## config.mk

```make
export PLATFORM = sky130hd
export DESIGN_NAME = tire_friction_stiffness_estimator
export DESIGN_NICKNAME = d
export VERILOG_FILES = /design/src/tfse_pkg.sv /design/src/tire_friction_stiffness_estimator.sv
export SDC_FILE = /design/constraint.sdc
export NUM_CORES = 2
export LEC_CHECK = 0
export BUFFER_PORTS_ARGS = -buffer_cell sky130_fd_sc_hd__buf_2
export CORE_MARGIN = 1.5
export CORE_UTILIZATION = 35
export DETAILED_ROUTE_END_ITERATION = 7
export GPL_ROUTABILITY_DRIVEN = 0
export SETUP_SLACK_MARGIN = 0.4
export SKIP_CTS_REPAIR_TIMING = 1
export SYNTH_ARGS = -nofsm -noshare
export SYNTH_HDL_FRONTEND = slang
export SYNTH_SLANG_ARGS = --single-unit
```

## constraint.sdc

```tcl
create_clock -name clock -period 12.6 [get_ports clock]
set_input_delay 1.89 -clock clock [delete_from_list [all_inputs] [get_ports clock]]
set_output_delay 1.89 -clock clock [all_outputs]
set_load 0.1 [all_outputs]
```

## src/tfse_pkg.sv

```systemverilog
package tfse_pkg;

   // Configuration register indexes (byte address is four times the index).
   localparam logic [2:0] REG_FRICTION_RATE       = 3'd0;
   localparam logic [2:0] REG_STIFFNESS_RATE      = 3'd1;
   localparam logic [2:0] REG_STRAIGHT_GATE       = 3'd2;
   localparam logic [2:0] REG_CURVATURE_THRESHOLD = 3'd3;
   localparam logic [2:0] REG_FRICTION_NOMINAL    = 3'd4;
   localparam logic [2:0] REG_FRONT_NOMINAL       = 3'd5;
   localparam logic [2:0] REG_REAR_NOMINAL        = 3'd6;

   // Register reset values.
   localparam logic [15:0] FRICTION_RATE_RST   = 16'd66;
   localparam logic [15:0] STIFFNESS_RATE_RST  = 16'd66;
   localparam logic        STRAIGHT_GATE_RST   = 1'b1;
   localparam logic [15:0] CURV_THRESHOLD_RST  = 16'd41;
   localparam logic [13:0] FRICTION_NOM_RST    = 14'd4096;
   localparam logic [15:0] FRONT_NOM_RST       = 16'd15000;
   localparam logic [15:0] REAR_NOM_RST        = 16'd15000;

   // Speed above 0.1 m/s means vx^2 + vy^2 (Q8.8 squared) above 655.
   localparam logic [31:0] SPEED_SQ_MIN        = 32'd655;
   // Friction measurement: (|a| * 409600 + 490) / 981. The scale splits into
   // 417 * 981 + 523, so the quotient is |a| * 417 plus (|a| * 523 + 490) / 981.
   // The second part stays below 2^25 and is divided by multiplying with
   // ceil(2^35 / 981) and keeping the bits from 35 up, which is exact there.
   localparam logic [8:0]  MEAS_WHOLE          = 9'd417;
   localparam logic [9:0]  MEAS_PART           = 10'd523;
   localparam logic [24:0] MEAS_ROUND          = 25'd490;
   localparam logic [25:0] MEAS_RECIP          = 26'd35025218;
   localparam logic [21:0] MEAS_MIN            = 22'd52429;
   localparam logic [21:0] MEAS_MAX            = 22'd2621440;
   // Friction ratio limits in Q.16, and the nominal below which 0.1 is used.
   localparam logic [17:0] RATIO_MIN           = 18'd13107;
   localparam logic [17:0] RATIO_MAX           = 18'd131072;
   localparam logic [13:0] NOMINAL_FLOOR       = 14'd410;

   // Divider runs one quotient bit per cycle over a 34-bit dividend.
   localparam int          DIV_BITS            = 34;
   localparam logic [5:0]  DIV_LAST            = 6'(DIV_BITS - 1);

   // Sequencer states, one-hot.
   typedef enum logic [22:0] {
      ST_IDLE  = 23'h000001,
      ST_VX    = 23'h000002,
      ST_VY    = 23'h000004,
      ST_YAW   = 23'h000008,
      ST_TH    = 23'h000010,
      ST_THS   = 23'h000020,
      ST_GATE  = 23'h000040,
      ST_MREC  = 23'h000080,
      ST_MINT  = 23'h000100,
      ST_DIV   = 23'h000200,
      ST_FB1   = 23'h000400,
      ST_FB2   = 23'h000800,
      ST_FB3   = 23'h001000,
      ST_RATIO = 23'h002000,
      ST_RATQ  = 23'h004000,
      ST_TF    = 23'h008000,
      ST_TR    = 23'h010000,
      ST_F1    = 23'h020000,
      ST_F2    = 23'h040000,
      ST_F3    = 23'h080000,
      ST_R2    = 23'h100000,
      ST_R3    = 23'h200000,
      ST_OUT   = 23'h400000
   } state_type;

   // Magnitude of a signed 16-bit value; the most negative value gives 32768.
   function automatic logic [16:0] mag16(input logic [15:0] x);
      logic [16:0] e;
      e = {x[15], x};
      return x[15] ? (~e + 17'd1) : e;
   endfunction

   // Clamp the friction measurement to 0.05 .. 2.5 in Q2.20.
   function automatic logic [21:0] clamp_meas(input logic [33:0] q);
      logic [21:0] r;
      if (q < 34'(MEAS_MIN)) begin
         r = MEAS_MIN;
      end else if (q > 34'(MEAS_MAX)) begin
         r = MEAS_MAX;
      end else begin
         r = q[21:0];
      end
      return r;
   endfunction

   // Clamp the friction ratio to 0.2 .. 2.0 in Q.16.
   function automatic logic [17:0] clamp_ratio(input logic [33:0] q);
      logic [17:0] r;
      if (q < 34'(RATIO_MIN)) begin
         r = RATIO_MIN;
      end else if (q > 34'(RATIO_MAX)) begin
         r = RATIO_MAX;
      end else begin
         r = q[17:0];
      end
      return r;
   endfunction

endpackage

```

## src/tire_friction_stiffness_estimator.sv

```systemverilog
// Tire friction and cornering stiffness estimator.
//
// Input beats arrive on req_* (one per sensor tick) carrying velocities, yaw
// rate and lateral acceleration. Each beat yields exactly one result beat on
// rsp_*: the friction estimate, both stiffness estimates and an updated flag
// in rsp_tuser that is low when the low-curvature gate skipped the update.
// The csr_* port holds the tuning registers; writing a nominal register also
// reloads the matching estimate. Write registers only while the block is idle.
//
// One 32x32 multiplier is shared under a sequencer, next to one radix-2 divider
// (one quotient bit per cycle) for the friction ratio, so one beat is worked on
// at a time and req_tready is high only in the idle state. A gated beat skips
// the measurement and blends, a friction nominal below 0.1 skips the ratio
// division, and otherwise that division dominates the path to result valid.
// A new beat can be taken in the cycle after its result is registered.
// Reset restores the tuning registers and estimates to their defaults. If the
// receiver stalls, the result waits in the output register, and the next
// finished result waits in the sequencer until that register is free.
module tire_friction_stiffness_estimator (
   input  logic        clock,
   input  logic        reset,
   input  logic        req_tvalid,
   output logic        req_tready,
   // vel_long[15:0], vel_lat[31:16], yaw[47:32], lat_accel[63:48]
   input  logic [63:0] req_tdata,
   output logic        rsp_tvalid,
   input  logic        rsp_tready,
   // friction[13:0], front_stiffness[30:14], rear_stiffness[47:31]
   output logic [47:0] rsp_tdata,
   // updated[0]
   output logic        rsp_tuser,
   input  logic        csr_psel,
   input  logic        csr_penable,
   input  logic        csr_pwrite,
   input  logic [4:0]  csr_paddr,
   input  logic [31:0] csr_pwdata,
   output logic [31:0] csr_prdata,
   output logic        csr_pready
);
   import tfse_pkg::*;

   state_type   state_ff, state_in;

   // Configuration registers.
   logic [15:0] friction_rate_ff, friction_rate_in;
   logic [15:0] stiffness_rate_ff, stiffness_rate_in;
   logic        gate_enable_ff, gate_enable_in;
   logic [15:0] threshold_ff, threshold_in;
   logic [13:0] friction_nom_ff, friction_nom_in;
   logic [15:0] front_nom_ff, front_nom_in;
   logic [15:0] rear_nom_ff, rear_nom_in;

   // Estimates.
   logic [23:0] fest_ff, fest_in;
   logic [31:0] front_est_ff, front_est_in;
   logic [31:0] rear_est_ff, rear_est_in;

   // Working registers of the sequencer.
   logic [16:0] vx_ff, vx_in;
   logic [16:0] vy_ff, vy_in;
   logic [16:0] yaw_ff, yaw_in;
   logic [16:0] accel_ff, accel_in;
   logic [31:0] sumsq_ff, sumsq_in;
   logic [46:0] lhs_ff, lhs_in;
   logic [63:0] prod_ff, prod_in;
   logic [47:0] sum_ff, sum_in;
   logic [21:0] meas_ff, meas_in;
   logic [17:0] ratio_ff, ratio_in;
   logic [31:0] tf_ff, tf_in;
   logic [31:0] tr_ff, tr_in;
   logic        upd_ff, upd_in;

   // Divider registers.
   logic [14:0] div_rem_ff, div_rem_in;
   logic [33:0] div_quo_ff, div_quo_in;
   logic [14:0] div_den_ff, div_den_in;
   logic [5:0]  div_cnt_ff, div_cnt_in;

   // Output register.
   logic        rsp_valid_ff, rsp_valid_in;
   logic [47:0] rsp_data_ff, rsp_data_in;
   logic        rsp_user_ff, rsp_user_in;

   // Combinational helpers.
   logic [31:0] mul_a, mul_b;
   logic        csr_wr;
   logic [2:0]  csr_idx;
   logic [15:0] div_shl, div_diff;
   logic        div_ge;
   logic [48:0] blend_sum;
   logic [32:0] tgt_round;
   logic [24:0] fric_round;
   logic [27:0] small_ratio;
   logic        speed_ok, below;

   assign csr_wr     = csr_psel & csr_penable & csr_pwrite;
   assign csr_idx    = csr_paddr[4:2];
   assign csr_pready = 1'b1;

   // Register read mux.
   always_comb begin
      case (csr_idx)
         REG_FRICTION_RATE:       csr_prdata = {16'd0, friction_rate_ff};
         REG_STIFFNESS_RATE:      csr_prdata = {16'd0, stiffness_rate_ff};
         REG_STRAIGHT_GATE:       csr_prdata = {31'd0, gate_enable_ff};
         REG_CURVATURE_THRESHOLD: csr_prdata = {16'd0, threshold_ff};
         REG_FRICTION_NOMINAL:    csr_prdata = {18'd0, friction_nom_ff};
         REG_FRONT_NOMINAL:       csr_prdata = {16'd0, front_nom_ff};
         REG_REAR_NOMINAL:        csr_prdata = {16'd0, rear_nom_ff};
         default:                 csr_prdata = 32'd0;
      endcase
   end

   // Shared multiplier with a registered product.
   assign prod_in = {32'd0, mul_a} * {32'd0, mul_b};

   // One restoring division step.
   assign div_shl  = {div_rem_ff, div_quo_ff[33]};
   assign div_ge   = div_shl >= {1'b0, div_den_ff};
   assign div_diff = div_shl - {1'b0, div_den_ff};

   // Blend adder: previous product plus current product, rounded.
   assign blend_sum = {1'b0, sum_ff} + {1'b0, prod_ff[47:0]} + 49'd32768;

   // Stiffness target rounding: (nominal * ratio + 1) >> 1.
   assign tgt_round = prod_ff[32:0] + 33'd1;

   // Friction output rounding from Q4.20 to Q2.12.
   assign fric_round = {1'b0, fest_ff} + 25'd128;

   // Ratio for a tiny nominal: est * 10 / 16, rounded.
   assign small_ratio = ({4'd0, fest_ff} << 3) + ({4'd0, fest_ff} << 1) + 28'd8;

   // Gate decision from the squared quantities.
   assign speed_ok = sumsq_ff > SPEED_SQ_MIN;
   assign below    = speed_ok ? ({17'd0, lhs_ff} < prod_ff) : (threshold_ff != 16'd0);

   assign req_tready = (state_ff == ST_IDLE);
   assign rsp_tvalid = rsp_valid_ff;
   assign rsp_tdata  = rsp_data_ff;
   assign rsp_tuser  = rsp_user_ff;

   // Sequencer and register next values.
   always_comb begin
      state_in          = state_ff;
      friction_rate_in  = friction_rate_ff;
      stiffness_rate_in = stiffness_rate_ff;
      gate_enable_in    = gate_enable_ff;
      threshold_in      = threshold_ff;
      friction_nom_in   = friction_nom_ff;
      front_nom_in      = front_nom_ff;
      rear_nom_in       = rear_nom_ff;
      fest_in           = fest_ff;
      front_est_in      = front_est_ff;
      rear_est_in       = rear_est_ff;
      vx_in             = vx_ff;
      vy_in             = vy_ff;
      yaw_in            = yaw_ff;
      accel_in          = accel_ff;
      sumsq_in          = sumsq_ff;
      lhs_in            = lhs_ff;
      sum_in            = sum_ff;
      meas_in           = meas_ff;
      ratio_in          = ratio_ff;
      tf_in             = tf_ff;
      tr_in             = tr_ff;
      upd_in            = upd_ff;
      div_rem_in        = div_rem_ff;
      div_quo_in        = div_quo_ff;
      div_den_in        = div_den_ff;
      div_cnt_in        = div_cnt_ff;
      rsp_valid_in      = rsp_valid_ff & ~rsp_tready;
      rsp_data_in       = rsp_data_ff;
      rsp_user_in       = rsp_user_ff;
      mul_a             = 32'd0;
      mul_b             = 32'd0;

      // Register writes; nominal writes also reload the estimate.
      if (csr_wr) begin
         case (csr_idx)
            REG_FRICTION_RATE:       friction_rate_in  = csr_pwdata[15:0];
            REG_STIFFNESS_RATE:      stiffness_rate_in = csr_pwdata[15:0];
            REG_STRAIGHT_GATE:       gate_enable_in    = csr_pwdata[0];
            REG_CURVATURE_THRESHOLD: threshold_in      = csr_pwdata[15:0];
            REG_FRICTION_NOMINAL: begin
               friction_nom_in = csr_pwdata[13:0];
               fest_in         = {csr_pwdata[13:0], 8'd0};
            end
            REG_FRONT_NOMINAL: begin
               front_nom_in = csr_pwdata[15:0];
               front_est_in = {csr_pwdata[15:0], 15'd0};
            end
            REG_REAR_NOMINAL: begin
               rear_nom_in = csr_pwdata[15:0];
               rear_est_in = {csr_pwdata[15:0], 15'd0};
            end
            default: ;
         endcase
      end

      case (state_ff)
         ST_IDLE: begin
            if (req_tvalid) begin
               vx_in    = mag16(req_tdata[15:0]);
               vy_in    = mag16(req_tdata[31:16]);
               yaw_in   = mag16(req_tdata[47:32]);
               accel_in = mag16(req_tdata[63:48]);
               state_in = ST_VX;
            end
         end
         // Squares for the speed and curvature gates.
         ST_VX: begin
            mul_a    = {15'd0, vx_ff};
            mul_b    = {15'd0, vx_ff};
            state_in = ST_VY;
         end
         ST_VY: begin
            sumsq_in = prod_ff[31:0];
            mul_a    = {15'd0, vy_ff};
            mul_b    = {15'd0, vy_ff};
            state_in = ST_YAW;
         end
         ST_YAW: begin
            sumsq_in = sumsq_ff + prod_ff[31:0];
            mul_a    = {15'd0, yaw_ff};
            mul_b    = {15'd0, yaw_ff};
            state_in = ST_TH;
         end
         ST_TH: begin
            lhs_in   = {prod_ff[30:0], 16'd0};
            mul_a    = {16'd0, threshold_ff};
            mul_b    = {16'd0, threshold_ff};
            state_in = ST_THS;
         end
         ST_THS: begin
            mul_a    = prod_ff[31:0];
            mul_b    = sumsq_ff;
            state_in = ST_GATE;
         end
         // Decide on the update and start the friction measurement.
         ST_GATE: begin
            upd_in   = ~(gate_enable_ff & below);
            mul_a    = {15'd0, accel_ff};
            mul_b    = {22'd0, MEAS_PART};
            state_in = (gate_enable_ff & below) ? ST_OUT : ST_MREC;
         end
         // Divide the remainder part by 981 through the reciprocal.
         ST_MREC: begin
            mul_a    = {7'd0, prod_ff[24:0] + MEAS_ROUND};
            mul_b    = {6'd0, MEAS_RECIP};
            state_in = ST_MINT;
         end
         ST_MINT: begin
            sum_in   = {32'd0, prod_ff[50:35]};
            mul_a    = {15'd0, accel_ff};
            mul_b    = {23'd0, MEAS_WHOLE};
            state_in = ST_FB1;
         end
         // Ratio divider, one quotient bit per cycle.
         ST_DIV: begin
            div_rem_in = div_ge ? div_diff[14:0] : div_shl[14:0];
            div_quo_in = {div_quo_ff[32:0], div_ge};
            div_cnt_in = div_cnt_ff - 6'd1;
            if (div_cnt_ff == 6'd0) begin
               state_in = ST_RATQ;
            end
         end
         // Friction blend.
         ST_FB1: begin
            meas_in  = clamp_meas(prod_ff[33:0] + sum_ff[33:0]);
            mul_a    = {8'd0, fest_ff};
            mul_b    = {15'd0, 17'h10000 - {1'b0, friction_rate_ff}};
            state_in = ST_FB2;
         end
         ST_FB2: begin
            sum_in   = prod_ff[47:0];
            mul_a    = {10'd0, meas_ff};
            mul_b    = {16'd0, friction_rate_ff};
            state_in = ST_FB3;
         end
         ST_FB3: begin
            fest_in  = blend_sum[39:16];
            state_in = ST_RATIO;
         end
         // Friction ratio against the nominal.
         ST_RATIO: begin
            if (friction_nom_ff >= NOMINAL_FLOOR) begin
               div_rem_in   = 15'd0;
               div_quo_in   = {1'b0, fest_ff, 9'd0} + {20'd0, friction_nom_ff};
               div_den_in   = {friction_nom_ff, 1'b0};
               div_cnt_in   = DIV_LAST;
               state_in     = ST_DIV;
            end else begin
               ratio_in = clamp_ratio({10'd0, small_ratio[27:4]});
               state_in = ST_TF;
            end
         end
         ST_RATQ: begin
            ratio_in = clamp_ratio(div_quo_ff);
            state_in = ST_TF;
         end
         // Stiffness targets and blends.
         ST_TF: begin
            mul_a    = {16'd0, front_nom_ff};
            mul_b    = {14'd0, ratio_ff};
            state_in = ST_TR;
         end
         ST_TR: begin
            tf_in    = tgt_round[32:1];
            mul_a    = {16'd0, rear_nom_ff};
            mul_b    = {14'd0, ratio_ff};
            state_in = ST_F1;
         end
         ST_F1: begin
            tr_in    = tgt_round[32:1];
            mul_a    = front_est_ff;
            mul_b    = {15'd0, 17'h10000 - {1'b0, stiffness_rate_ff}};
            state_in = ST_F2;
         end
         ST_F2: begin
            sum_in   = prod_ff[47:0];
            mul_a    = tf_ff;
            mul_b    = {16'd0, stiffness_rate_ff};
            state_in = ST_F3;
         end
         ST_F3: begin
            front_est_in = blend_sum[47:16];
            mul_a        = rear_est_ff;
            mul_b        = {15'd0, 17'h10000 - {1'b0, stiffness_rate_ff}};
            state_in     = ST_R2;
         end
         ST_R2: begin
            sum_in   = prod_ff[47:0];
            mul_a    = tr_ff;
            mul_b    = {16'd0, stiffness_rate_ff};
            state_in = ST_R3;
         end
         ST_R3: begin
            rear_est_in = blend_sum[47:16];
            state_in    = ST_OUT;
         end
         // Hand the result to the output register once it is free.
         ST_OUT: begin
            if (!rsp_valid_ff || rsp_tready) begin
               rsp_valid_in = 1'b1;
               rsp_data_in  = {rear_est_ff[31:15], front_est_ff[31:15], fric_round[21:8]};
               rsp_user_in  = upd_ff;
               state_in     = ST_IDLE;
            end
         end
         default: state_in = ST_IDLE;
      endcase
   end

   // Control state and configuration, cleared by reset.
   always_ff @(posedge clock) begin
      if (reset) begin
         state_ff          <= ST_IDLE;
         rsp_valid_ff      <= 1'b0;
         friction_rate_ff  <= FRICTION_RATE_RST;
         stiffness_rate_ff <= STIFFNESS_RATE_RST;
         gate_enable_ff    <= STRAIGHT_GATE_RST;
         threshold_ff      <= CURV_THRESHOLD_RST;
         friction_nom_ff   <= FRICTION_NOM_RST;
         front_nom_ff      <= FRONT_NOM_RST;
         rear_nom_ff       <= REAR_NOM_RST;
         fest_ff           <= {FRICTION_NOM_RST, 8'd0};
         front_est_ff      <= {FRONT_NOM_RST, 15'd0};
         rear_est_ff       <= {REAR_NOM_RST, 15'd0};
      end else begin
         state_ff          <= state_in;
         rsp_valid_ff      <= rsp_valid_in;
         friction_rate_ff  <= friction_rate_in;
         stiffness_rate_ff <= stiffness_rate_in;
         gate_enable_ff    <= gate_enable_in;
         threshold_ff      <= threshold_in;
         friction_nom_ff   <= friction_nom_in;
         front_nom_ff      <= front_nom_in;
         rear_nom_ff       <= rear_nom_in;
         fest_ff           <= fest_in;
         front_est_ff      <= front_est_in;
         rear_est_ff       <= rear_est_in;
      end
   end

   // Datapath registers.
   always_ff @(posedge clock) begin
      vx_ff        <= vx_in;
      vy_ff        <= vy_in;
      yaw_ff       <= yaw_in;
      accel_ff     <= accel_in;
      sumsq_ff     <= sumsq_in;
      lhs_ff       <= lhs_in;
      prod_ff      <= prod_in;
      sum_ff       <= sum_in;
      meas_ff      <= meas_in;
      ratio_ff     <= ratio_in;
      tf_ff        <= tf_in;
      tr_ff        <= tr_in;
      upd_ff       <= upd_in;
      div_rem_ff   <= div_rem_in;
      div_quo_ff   <= div_quo_in;
      div_den_ff   <= div_den_in;
      div_cnt_ff   <= div_cnt_in;
      rsp_data_ff  <= rsp_data_in;
      rsp_user_ff  <= rsp_user_in;
   end

endmodule
```

## Yosys cells after proc, flatten, opt, wreduce, memory -nomap -nowiden

Cells that the tools add are included.
Widths: inputs -> output; s select.

- $add $sub $neg: 18
- $mul: 1
- Magnitude comparators: 10
- Eq/ne operators: 34
- Multiplexer cells: 41
- Bitwise gates (word level): 10
- Reduce and logical (&&, ||, !) cells: 37

Operator list:

| kind | count |
|---|---|
| $pmux 23 s23 | 1 |
| $pmux 32 s15 | 1 |
| $pmux 32 s13 | 1 |
| $mux 32 | 6 |
| $pmux 16 s7 | 1 |
| $pmux 48 s2 | 1 |
| $mux 23 | 4 |
| $mux 15 | 6 |
| $mux 18 | 5 |
| $mux 24 | 3 |
| $add 17x1->17 const B | 4 |
| $not 17->17 | 4 |
| $pmux 34 s2 | 1 |
| $lt 47x64->1 | 1 |
| $mul 32x32->64 | 1 |
| $pmux 32 s2 | 1 |
| $add 48x16->48 const B | 1 |
| $add 48x48->48 | 1 |
| $pmux 18 s2 | 1 |
| $add 33x14->34 | 1 |
| $add 34x34->34 | 1 |
| $gt 34x18->1 const B | 1 |
| $gt 34x22->1 const B | 1 |
| $lt 34x14->1 const B | 1 |
| 61 further kinds | 102 |

- Register bits: 673
- Input port bits: 108
- Output and inout bits: 84
- Logic and storage cells: 187

## Logic depth before layout (Yosys ltp)

- Word-level depth: 7
- Gate-level depth with buffers: 46
- Mapped depth without buffers: 42

## Least setup slack after synthesis

OpenSTA, ideal clock, no wires.

- Path type: register to register
- Start: register state_ff[2]
- End: register prod_ff[62]
- Arrival time: 10474 ps
- Slack: 2003 ps
- Stages on the path, launching flop included: 37
- Path buffers: 3
- Path through: dfxtp_1 or4_4 nor3_1 nand3_1 inv_2 clkbuf_1 clkbuf_1 a222oi_1 nand4_1 or2_2 buf_2 nand2_1 fa_1 inv_1 fa_1 inv_1 fa_1 fa_1 inv_1 fa_1 ha_1 fa_1 inv_1 fa_1 inv_1 ha_1 inv_1 o21ai_0 nor4_1 a211oi_1 a2111oi_1 o31a_1 o211ai_1 or4_1 a31oi_1 o21ai_1 xor2_1

- Word-level cells in the longest chain between the ends: 4
- Elaborated cells between the ends (all ways): 23
- Classes of those cells: 1 x mul; 16 x eq/ne; 2 x mux; 4 x reduce/logical

Ends and longest elaborated chain:

| what | RTL line | text |
|---|---|---|
| start: declaration | tire_friction_stiffness_estimator.sv:42 | `state_type state_ff, state_in;` |
| start signal: assignment | tire_friction_stiffness_estimator.sv:371 | `state_ff <= state_in;` |
| $eq 23x9->1, or another cell as far along | tire_friction_stiffness_estimator.sv:201 | `case (state_ff)` |
| $reduce_or 2->1 (no line) | n/a |  |
| $pmux 32 s15 / $pmux 32 s13 (equally long branches) | tire_friction_stiffness_estimator.sv:201 |  |
| $mul 32x32->64 (*) | tire_friction_stiffness_estimator.sv:115 | `assign prod_in = {32'd0, mul_a} * {32'd0, mul_b};` |
| named net prod_in[62] | tire_friction_stiffness_estimator.sv:65 | `logic [63:0] prod_ff, prod_in;` |
| end signal: assignment | tire_friction_stiffness_estimator.sv:394 | `prod_ff <= prod_in;` |
| end: declaration | tire_friction_stiffness_estimator.sv:65 |  |

The timed path passes the listed nets; every way through them passes the cells marked *.
A chain may end at the register's enable or synchronous reset.

## Final worst setup path

Ends and elaborated chain as after synthesis.

==> reports/qor.txt <==
Max Freq - 0.0835 GHz
Cells after Synth - 7,876
Worst slew margin - 0.0647
Vias in the first global route - 59,656
Routed Antenna Nets - 0
Worst Setup Path Type - reg2reg
Clock root buffer - clkbuf_16
Pleak - 35.0 nW
Slowest cell delay on critical path - 590 ps
# setup viols final - 0
Most used DFF post-synth - edfxtp_1
Width of the die - 456 um
Synth Register Bits - 673
Largest net degree at the start of global routing - 91
Max-cap violation count - 0
Slowest CP cell - or4_4
Power Density - 62.9 nW/um^2
Least-Margin Pin Slew - 1390 ps
Critical Path End Type - flop
Clock Latency Late Sink - 690 ps
Sequential cell area fraction in the yosys report - 0.243
Post-layout nets - 9,495
Die Height - 456 um
Global-route wire length before repair - 383 mm
Netlist Area Pre-Place - 71,900 sq um
Vias per cell - 5.60
Netlist cell types - 112
Seq pwr share - 0.480
Final period util - 0.950
Detailed-route DRC error count - 6
Via count - 59,978
Initial core utilization - 0.352
H-tree depth - 3
Area Overhead vs Synth - 9.84%
Async SR Flop Fraction - 0
1st-iter DRT viols - 6,910
Data arrival, critical path - 12,580 ps
Commonest non-fill, non-tap cells in the layout - nand2_1, inv_1, fa_1, nor2_1, ha_1
Layout cells sized above 1 - 0.0819
Failing checks - design-rule violations
CP Launch Type - flop
Crit path max fanout - 29
Max clock buf depth - 3
Clock sinks - 673
EDFF count, synth - 402
Design area - 79,000 sq um
CTS tree - built
GRT Total Usage - 0.244
Net Sw Frac - 0.258
Antenna violations before repair - 11
1st-pass router iterations - 8
Final WL - 257 mm
Most frequent CP cell - fa_1
Clock skew - 30.3 ps
Row count - 166
Final Slew Violations - 0
Yosys warns - 0
Status - finished, violations left
Hold/Removal Path Class - reg2reg
Dpl hpwl - 205 mm
Worst Slack Setup Final - 627 ps
DP Worst Slack - 422 ps
# fillers - 20,452
Core area - 204,000 sq um
Worst VDD drop - 0.105 mV
Fin. Hold Viols - 0
Syn avg cell area - 9.13 sq um
Routed WL per cell - 24.0 um
Reported net switching power - 1.28 mW
I/O Buffers - 156
RSZ-0062 raised after global routing - yes
Total negative slack - 0 ps
Combinational Power Share - 0.071
Clk slew on worst S/H paths - 70 ps
Total gr overflow - 0
Clock share of power - 0.450
CTS buffer count - 73
Total die area - 208,000 sq um
IO Pins - 192
Worst path required time - 13,210 ps
Fin crit period - 11,970 ps
Most common cell after layout, fill and taps aside - nand2_1
Cell internal pwr - 3.68 mW
Placed inst area - 76,300 sq um
==> layer usage <==
| metal | share of wire | vias up | track usage |
|---|---|---|---|
| met3 | 0.10 | 686 | 0.0545 |
| met2 | 0.44 | 3262 | 0.370 |
| met5 | 0.000062 | - | 0 |
| met1 | 0.39 | 29978 | 0.321 |
| li1 | - | 26048 | - |
| met4 | 0.068 | 4 | 0.138 |
==> critical path: cells and delay by family (launching register included) <==
family | cells | cell delay (ps)
adders and majority gates | 9 | 4610
and+or+nand+nor | 10 | 2940
AOI/OAI and AO/OA | 9 | 2640
buffers and inverters | 8 | 1150
DFF | 1 | 340
xor gates and xnor gates | 1 | 150
==> power by group through the flow <==
stage | Combinational (mW) | Sequential, mW | Clock (mW)
4_1_cts | 0.342 | 2.38 | 2.25
6_report | 0.353 | 2.38 | 2.23
3_5_place_dp | 0.340 | 2.43 | 0
3_3_place_gp | 0.336 | 2.43 | 0
5_1_grt | 0.368 | 2.38 | 2.33
2_1_floorplan | 0.215 | 2.41 | 0
==> flip-flops by register name, summed over array words and instances, names as in the netlist, 17 cells and up <==
| name | cells |
|---|---|
| state_ff | 23 |
| fest_ff | 24 |
| tf_ff | 32 |
| tr_ff | 32 |
| vx_ff | 17 |
| rear_est_ff | 32 |
| accel_ff | 17 |
| meas_ff | 22 |
| sumsq_ff | 32 |
| div_quo_ff | 34 |
| prod_ff | 64 |
| lhs_ff | 31 |
| front_est_ff | 32 |
| ratio_ff | 18 |
| vy_ff | 17 |
| yaw_ff | 17 |
| sum_ff | 48 |
| rsp_tdata | 48 |
==> through the flow <==
| stage | utilization | hold slack (ps) | cells | total power, mW |
|---|---|---|---|---|
| after CTS | 0.385 | 467 | 10700 | 4.97 |
| after global placement | 0.373 | 453 | 10566 | 2.76 |
| after floorplan | - | 400 | 7895 | 2.62 |
| final | 0.386 | 466 | 10715 | 4.97 |
| after global routing | 0.386 | 479 | 10714 | 5.08 |
| after detailed placement | 0.373 | 458 | 10566 | 2.77 |
==> area by class of cell <==
type	count	area, sq um	share of cell area
repair buffers	422	2900	0.0367
clock inverters	36	428	0.00542
well taps	2688	3360	0.0426
diodes	4	10.0	0.000127
clock buffers	98	1970	0.0250
inverters	1118	4200	0.0532
flip-flops and latches	673	17500	0.222
multi-input cells	5676	48600	0.615
==> final timing paths <==
kind	from	end	slack, ps	depth (start not counted)
worst max-delay path	state_ff[2]	prod_ff[62]	630	37
worst min-delay path	front_est_ff[13]	front_est_ff[13]	470	2
worst max register to register	state_ff[2]	prod_ff[62]	630	37
worst min register to register	front_est_ff[13]	front_est_ff[13]	470	2
==> logic make-up (layout without fill, tap and decap cells) <==
family	after synthesis	after routing	synth area share
adders and majority gates	1423	1423	0.345
AOI/OAI and AO/OA	1277	1277	0.118
other	2	25	0.000104
muxes	48	48	0.00733
and+or+nand+nor	2598	2598	0.163
buffers and inverters	1546	1674	0.0861
DFF	673	673	0.243
xor gates and xnor gates	309	309	0.0377
==> synthesized netlist by cell type (65+ instances only) <==
cell type | count | area, sq um
buf_2 | 142 | 711
a21o_1 | 100 | 751
xor2_1 | 91 | 797
o21ai_0 | 234 | 1170
nand2_1 | 1246 | 4680
nor2_1 | 600 | 2250
a21oi_1 | 385 | 1930
xnor2_1 | 218 | 1910
a22oi_1 | 67 | 503
fa_1 | 931 | 18600
clkbuf_1 | 221 | 830
and3_1 | 65 | 407
nor3_1 | 70 | 350
dfxtp_1 | 271 | 5430
inv_1 | 1114 | 4180
and2_1 | 95 | 594
nand3_1 | 144 | 721
edfxtp_1 | 402 | 12100
ha_1 | 492 | 6160
(Power assumes the default switching activity.)
